**config.mk**
```make
export PLATFORM = sky130hd
export DESIGN_NAME = mma_divider
export DESIGN_NICKNAME = d
export VERILOG_FILES = /design/src/rtl/multichannel_moving_average_macros.svh /design/src/rtl/mma_pkg.sv /design/src/rtl/mma_divider.sv
export SDC_FILE = /design/constraint.sdc
export NUM_CORES = 1
export LEC_CHECK = 0
export BUFFER_PORTS_ARGS = -buffer_cell sky130_fd_sc_hd__buf_2
export CORE_MARGIN = 4
export CORE_UTILIZATION = 48
export DETAILED_ROUTE_END_ITERATION = 6
export PLACE_DENSITY = 0.71
export SETUP_SLACK_MARGIN = 0.02
export SYNTH_ARGS = -nofsm -noshare
export SYNTH_HDL_FRONTEND = slang
export SYNTH_SLANG_ARGS = --single-unit
```
**constraint.sdc**
```tcl
create_clock -name aclk -period 2.5 [get_ports aclk]
set_input_delay 0.125 -clock aclk [delete_from_list [all_inputs] [get_ports aclk]]
set_output_delay 0.125 -clock aclk [all_outputs]
set_load 0.02 [all_outputs]
```
**src/rtl/multichannel_moving_average_macros.svh**
```systemverilog
// Assertion macros for the multichannel moving average block.
// Used by the top level only; no other dependencies.
`ifndef MULTICHANNEL_MOVING_AVERAGE_MACROS_SVH
`define MULTICHANNEL_MOVING_AVERAGE_MACROS_SVH

// Same-cycle implication, disabled during reset.
`define MMA_ASSERT_IMP(lbl, clk, rst_n, ante, cons, msg) \
    lbl: assert property (@(posedge clk) disable iff (!(rst_n)) (ante) |-> (cons)) \
        else $error(msg);

// Next-cycle implication, disabled during reset.
`define MMA_ASSERT_NXT(lbl, clk, rst_n, ante, cons, msg) \
    lbl: assert property (@(posedge clk) disable iff (!(rst_n)) (ante) |=> (cons)) \
        else $error(msg);

`endif

```
**src/rtl/mma_pkg.sv**
```systemverilog
// Shared types and fixed field widths for the multichannel moving average.
// No dependencies.
`default_nettype none

package mma_pkg;

    localparam int SAMPLE_W  = 10;   // sample field width
    localparam int CHANNEL_W = 2;    // channel field width
    localparam int WIN_W     = 9;    // window_length register width
    localparam int AVG_W     = 10;   // average field width
    localparam int TDATA_W   = 16;   // stream data width, byte padded

    localparam logic [WIN_W-1:0] WINDOW_RESET = 9'd20;

    // Handshake between the sequencer and the divider
    typedef struct packed {
        logic busy;
        logic done;
    } div_status_t;

endpackage

`default_nettype wire

```
**src/rtl/mma_divider.sv**
```systemverilog
// Restoring divider, one quotient bit per cycle, for the window average.
// Depends on mma_pkg (divisor width, status struct).
`default_nettype none

module mma_divider #(
    parameter int DIVIDEND_W = 19
) (
    input  wire logic                        aclk,
    input  wire logic                        aresetn,
    input  wire logic                        start,
    input  wire logic [DIVIDEND_W-1:0]       dividend,
    input  wire logic [mma_pkg::WIN_W-1:0]   divisor,
    output mma_pkg::div_status_t             status,
    output logic      [DIVIDEND_W-1:0]       quotient
);

    localparam int WIN_W = mma_pkg::WIN_W;
    localparam int CNT_W = $clog2(DIVIDEND_W + 1);

    logic [DIVIDEND_W-1:0] acc_reg;     // dividend shifts out, quotient shifts in
    logic [WIN_W-1:0]      rem_reg;
    logic [WIN_W-1:0]      divisor_reg;
    logic [CNT_W-1:0]      cnt_reg;
    logic                  busy_reg;
    logic                  done_reg;

    logic [WIN_W:0]        trial;
    logic                  ge;
    logic [WIN_W:0]        diff;

    always_comb begin
        trial = {rem_reg, acc_reg[DIVIDEND_W-1]};
        ge    = trial >= {1'b0, divisor_reg};
        diff  = trial - {1'b0, divisor_reg};
    end

    always_ff @(posedge aclk) begin
        if (!aresetn) begin
            busy_reg <= 1'b0;
            done_reg <= 1'b0;
            cnt_reg  <= '0;
        end else begin
            done_reg <= 1'b0;
            if (start && !busy_reg) begin
                acc_reg     <= dividend;
                rem_reg     <= '0;
                divisor_reg <= divisor;
                cnt_reg     <= '0;
                busy_reg    <= 1'b1;
            end else if (busy_reg) begin
                // remainder stays below the divisor, so it fits WIN_W bits
                rem_reg <= ge ? diff[WIN_W-1:0] : trial[WIN_W-1:0];
                acc_reg <= {acc_reg[DIVIDEND_W-2:0], ge};
                cnt_reg <= cnt_reg + 1'b1;
                if (cnt_reg == CNT_W'(DIVIDEND_W - 1)) begin
                    busy_reg <= 1'b0;
                    done_reg <= 1'b1;
                end
            end
        end
    end

    assign status.busy = busy_reg;
    assign status.done = done_reg;
    assign quotient    = acc_reg;

endmodule

`default_nettype wire

```
==> results of run 1 <==
-- report_power, final --
group          internal [mW]  switching [mW]  total [mW]
Combinational          0.220           0.242       0.462
Sequential             0.867          0.0313       0.898
Clock                  0.194           0.243       0.437
Total                   1.28           0.516        1.80
-- routing by layer --
metal  global-route usage  up-vias
met3               0.0398        8
li1                     -      776
met5                    0        -
met4               0.0480        0
met1                0.189      730
met2                0.246       35
-- repair_timing --
item	in CTS	in global routing
setup endpoints to repair	0	9
hold buffers	9	0
hold endpoints to repair	9	0
resized for setup	0	1
buffers inserted	0	2
-- cells in the final DEF (no fill, tap or decap), types with 3 or more instances in the layout --
cell,count
dlygate4sd3_1,9
a21o_1,3
clkbuf_8,5
ha_1,11
dfxtp_1,7
mux2_2,19
nor2_1,13
inv_1,14
xnor2_1,4
mux2i_1,3
edfxtp_1,37
o21ai_0,4
nand2_1,5
xor2_1,3
buf_2,51
buf_4,6
nand3_1,3
a21oi_1,4
-- cells by family (layout without fill, tap and decap cells) --
kind of cell	count (synthesis)	after routing
flops	44	44
simple gates	40	40
compound gates	27	28
mux	23	23
buf+inv	21	89
fa+ha+maj	12	12
xor+xnor	7	7
-- how the worst max path moves through the flow --
stage / slack [ns] / start / endpoint
4_1_cts: 0.07 / quotient[18] / quotient[0]
2_1_floorplan: 0.04 / quotient[18] / quotient[0]
5_1_grt: -0.02 / quotient[18] / rem_reg[3]
3_3_place_gp: 0.13 / quotient[18] / quotient[0]
3_5_place_dp: 0.09 / quotient[18] / quotient[0]
6_report: 0.10 / quotient[18] / rem_reg[3]
-- metrics by stage --
stage	power (mW)	TNS (ns)	hold slack, ns
3_5_place_dp	1.35	0	0.303
3_3_place_gp	1.34	0	0.303
5_1_grt	1.89	-0.0297	0.105
6_report	1.80	0	0.126
4_1_cts	1.79	0	0.119
2_1_floorplan	1.24	0	0.224
-- layout make-up --
| type | count | share of cell area |
|---|---|---|
| clock buffer | 6 | 0.0255 |
| clock inverter | 2 | 0.00396 |
| inverter | 14 | 0.0185 |
| multi-input combinational | 110 | 0.345 |
| sequential | 44 | 0.440 |
| tap | 52 | 0.0229 |
| timing repair buffer | 67 | 0.144 |
==> impl_metrics.ini, run 1 <==
[floorplanning]
die_area_sq_mm = 0.00597
num_rows = 24
die_w_microns = 77.3
core_area_sq_mm = 0.00450
die_h_microns = 77.3
initial_core_util = 0.511
pin_count = 52

[setup_path]
crit_required_ns = 2.65
max_stage_delay_ns = 0.43
rr_startpoint = quotient[18]
rrSetupSlack_ns = 0.10
criticalPathCategory = register to register
path_common_cell = inv_1
cp.arrival_ns = 2.54
crit_path_cell_trace = inv_1, ha_1, inv_1, fa_2, a21o_1, a221oi_4, a31oi_4, or2_0, a21oi_1
crit_buf_inv = 2
end_kind = register
path_max_fanout = 7
crit_path_start_kind = register
cp_top_family = compound AO/OA/AOI/OAI gates
cp.depth = 9
reg2reg_to = rem_reg[3]
reg2reg_depth = 9
slowest_stage = a221oi_4

[run_status]
outcome = finished clean

[run]
cap_violations = 0

[clocking]
max-clock-path-buffers = 2
cts-root-buf = clkbuf_8
clk_latency_ns = 0.29
cts_tree = built
clk_pin_slew_ns = 0.08
h-tree-depth = 2
cts_buffers = 5
cts_sinks = 44

[placed_design]
gp_congestion = 0.776
hpwl_microns = 3110
placed_cells = 275
place_area_sq_mm = 0.00264
preCtsSetupSlack_ns = 0.0890
numPortBuffers = 51

[power]
p_leak_nw = 1.19
power_density_mw_per_mm2 = 632
ir_worst_vdd_mv = 0.354

[yosys]
synth_top_family_by_area = compound AO/OA/AOI/OAI gates
yosysUniqueCellTypes = 47
ys_seq_area_frac = 0.543
synthXorXnorAreaFrac = 0.0266
synthesis.area_sq_mm = 0.00230
ys_async_sr_fraction = 0
ys_ff_latch = 44
synth_area_leaders = edfxtp_1 48%, mux2_2 9.3%, dfxtp_1 6.1%, ha_1 6.0%, inv_1 2.3%
synth_top_area_share = 0.482
synthMuxAreaShare = 0.112
post_synth_and_or_nand_nor_area_fraction = 0.0918
avgSynthCellArea_sq_um = 13.2
syn_inst = 174
yosysMostFrequentCell = edfxtp_1
synth_common_cells = 37 x edfxtp_1, 19 x mux2_2, 14 x inv_1
synth_adder_area_share = 0.0684
synth_top_area_cell = edfxtp_1
synth_ff_type = edfxtp_1
synth_fp_nets = 217
synth_warnings = 0
synth-compound-area-share = 0.116
synth-edff-count = 37

[timing]
layout_worst_path_cycle_share = 0.959
fin_ws_ns = 0.103
maxSlewHeadroom = 0.667
min_period_ns = 2.40
fmax_mhz = 417
final_max_slew_viol_count = 0
hold_viol_final = 0
setup_violations = 0
worstMarginPinSlew_ns = 0.499
fin_skew_ns = 0.00390
rsz0062_at_grt = yes

[grt]
antenna_found_initial = 0
grt_pass1_wl_microns = 7040
grt_pass1_vias = 1506
grt_max_degree = 30
grt_util_all_layers = 0.149
grt_overflow = 0

[layout]
multi_input_area_sq_um = 983
largest_register_ffs = 19
diodes = 0
finalInstanceArea_sq_mm = 0.00285
syn2layout_area_growth_pct = 23.6
finalNonFillerCells = 295
fill_cells = 342
seqCellArea_sq_mm = 0.00125
drive_gt1_frac = 0.403
postLayoutCoreUtil = 0.632
final_nets = 285

[detailed_routing]
finalWirelength_microns = 4350
wl_met2_microns = 2160
topRoutingLayerUsed = met4
drc = 0
drtIter0Drc = 33
wl_met3_microns = 209
first_pass_iters = 4
routedWlPerCell_microns = 14.7
detail-route-antenna-nets = 0
wl_met1_microns = 1920
vias = 1549
drt-vias-per-instance = 5.25

[worst_hold_path]
hold_class = input pin to register
holdPathEnd = done_reg
holdPathStages = 2
hold_start = aresetn
(Power assumes the default switching activity.)
==> run 2: changes to the inputs <==
Settings changed: ABC_AREA set to 1, CORE_UTILIZATION 48 to 49, PLACE_DENSITY 0.71 to 0.72, SLEW_MARGIN set to 20.
==> impl_metrics.ini, run 2 <==
[detailed_routing]
vias = 1720
drt-vias-per-instance = 4.87
drtIter0Drc = 79
finalWirelength_microns = 4470
drc = 0
detail-route-antenna-nets = 0
routedWlPerCell_microns = 12.7
first_pass_iters = 4

[setup_path]
reg2reg_depth = 12
reg2reg_to = quotient[0]
rr_startpoint = quotient[18]
crit_required_ns = 2.55
criticalPathCategory = register to register
slowest_stage = edfxtp_1
path_common_cell = inv_1
rrSetupSlack_ns = 0.45
crit_path_start_kind = register
max_stage_delay_ns = 0.40
cp.arrival_ns = 2.09
end_kind = register
path_max_fanout = 15
crit_path_cell_trace = inv_1, ha_1, inv_1, fa_1, nand2_1, nand2_1, nand3_2, nand2_2, nand2_2, nand2_4, inv_1, a21oi_1

[floorplanning]
die_w_microns = 77.4
num_rows = 24
initial_core_util = 0.523
die_h_microns = 77.4
core_area_sq_mm = 0.00450
die_area_sq_mm = 0.00598
pin_count = 52

[yosys]
syn_inst = 238
synth_top_area_share = 0.471
yosysMostFrequentCell = nand2_1
synth_fp_nets = 281
synth_area_leaders = edfxtp_1 47%, nand2_1 9.2%, mux2_2 8.6%, dfxtp_1 5.9%, ha_1 5.8%
ys_ff_latch = 44
synth-edff-count = 37
yosysUniqueCellTypes = 26
synthesis.area_sq_mm = 0.00236
avgSynthCellArea_sq_um = 9.90
synth_common_cells = 58 x nand2_1, 37 x edfxtp_1, 33 x inv_1
synth_top_area_cell = edfxtp_1
ys_async_sr_fraction = 0
synth_ff_type = edfxtp_1
ys_seq_area_frac = 0.531
synth_warnings = 0

[layout]
fill_cells = 375
mostFrequentLayoutCells = 58 x nand2_1, 51 x buf_2, 37 x edfxtp_1
syn2layout_area_growth_pct = 18.9
largest_register_ffs = 19
final_common_cell = nand2_1
postLayoutCoreUtil = 0.622
final_nets = 343
diodes = 0
finalInstanceArea_sq_mm = 0.00280
drive_gt1_frac = 0.299

[worst_hold_path]
hold_class = input pin to register
hold_start = divisor[0]
holdPathEnd = divisor_reg[0]
holdPathStages = 1

[timing]
min_period_ns = 2.05
tns_ns = 0
final_max_slew_viol_count = 0
maxSlewHeadroom = 0.751
worstMarginPinSlew_ns = 0.373
rsz0062_at_grt = no
fmax_mhz = 489
fin_skew_ns = 0.00543
hold_viol_final = 0
layout_worst_path_cycle_share = 0.818
setup_violations = 0

[grt]
grt_max_degree = 29
gr-max-usage-layer = met2
grt_pass1_wl_microns = 7910
met1_usage = 0.210
grt_pass1_vias = 1771
grt_util_all_layers = 0.169
grt_use_met3 = 0.0544
grt_overflow = 0
use_met2 = 0.267
antenna_found_initial = 0

[clocking]
h-tree-depth = 2
cts-root-buf = clkbuf_8
cts_tree = built
cts_buffers = 5
cts_sinks = 44
max-clock-path-buffers = 2
postCtsSetupRepairBufs = 0
clk_latency_ns = 0.29
clk_pin_slew_ns = 0.08

[power]
p_total_mw = 1.87
power_density_mw_per_mm2 = 667
ir_worst_vdd_mv = 0.553
p_leak_nw = 1.31

[run_status]
outcome = finished clean

[run]
cap_violations = 0

[placed_design]
hpwl_microns = 3360
gp_congestion = 0.824
numPortBuffers = 51
place_area_sq_mm = 0.00265
-- run 2: cell count changes in the layout (fill, tap and decap cells not counted), moves of 3 or more --
cell	before	now
nand3_1	3	6
nor2_1	13	28
nor3_1	1	5
xnor2_1	4	1
nand2_1	5	58
nand2_2	0	5
a21o_1	3	0
nand3b_1	0	3
inv_1	14	33
o21ai_0	4	0
mux2i_1	3	0
-- run 2: how the worst max path moves through the flow --
stage	startpoint	endpoint	slack, ns	cells past startpoint
final	quotient[18]	quotient[0]	0.45	12
after global routing	quotient[18]	rem_reg[2]	0.28	12
after CTS	quotient[18]	quotient[0]	0.45	12
after detailed placement	quotient[18]	quotient[0]	0.44	12
after global placement	quotient[18]	quotient[0]	0.52	12
after floorplan	quotient[18]	rem_reg[0]	0.41	13
-- run 2: worst max-delay path: cells and delay by family, from the launching register on --
family                     cells  cell delay [ns]
adders and majority gates      2             0.54
AOI/OAI and AO/OA              1             0.07
and+or+nand+nor                6             0.53
DFF                            1             0.40
buffers and inverters          3             0.27
-- run 2: layer usage --
| layer | vias to the layer above | share of wire |
|---|---|---|
| li1 | 896 | - |
| met1 | 756 | 0.44 |
| met2 | 63 | 0.44 |
| met3 | 5 | 0.099 |
| met4 | 0 | 0.018 |
| met5 | - | 0 |
-- run 2: power breakdown --
group          internal, mW  switching (mW)  leakage (nW)
combinational         0.212           0.313         0.862
clock                 0.194           0.214        0.0399
sequential            0.893          0.0421         0.409
-- run 2: area by class of cell --
type | count | area, sq um | area share
flip-flops and latches | 44 | 1250 | 0.446
multi-input cells | 154 | 927 | 0.331
repair buffers | 62 | 355 | 0.127
inverters | 33 | 124 | 0.0442
clock buffers | 7 | 76.3 | 0.0272
well taps | 52 | 65.1 | 0.0232
clock inverters | 1 | 3.75 | 0.00134
-- run 2: kinds of logic (layout without fill, tap and decap cells) --
family | Yosys count | in the layout | synth area share
AND/OR/NAND/NOR | 112 | 112 | 0.206
flip-flops | 44 | 44 | 0.531
buffers and inverters | 40 | 103 | 0.0759
multiplexers | 18 | 18 | 0.0860
adder cells (fa/ha/maj) | 12 | 12 | 0.0669
AO/OA/AOI/OAI | 9 | 9 | 0.0228
XOR/XNOR | 3 | 3 | 0.0111
-- run 2: repair_timing --
| item | CTS | global route |
|---|---|---|
| gates resized for setup | 0 | 0 |
| endpoints found under the hold margin | 7 | 0 |
| hold buffers | 7 | 0 |
-- run 2: stage by stage --
step / hold slack (ns) / setup slack [ns] / std cells
floorplan: 0.224 / 0.409 / 238
global placement: 0.303 / 0.520 / 338
detailed placement: 0.303 / 0.444 / 338
CTS: 0.00917 / 0.450 / 353
global route: 0.00660 / 0.283 / 353
finish: 0.0218 / 0.455 / 353
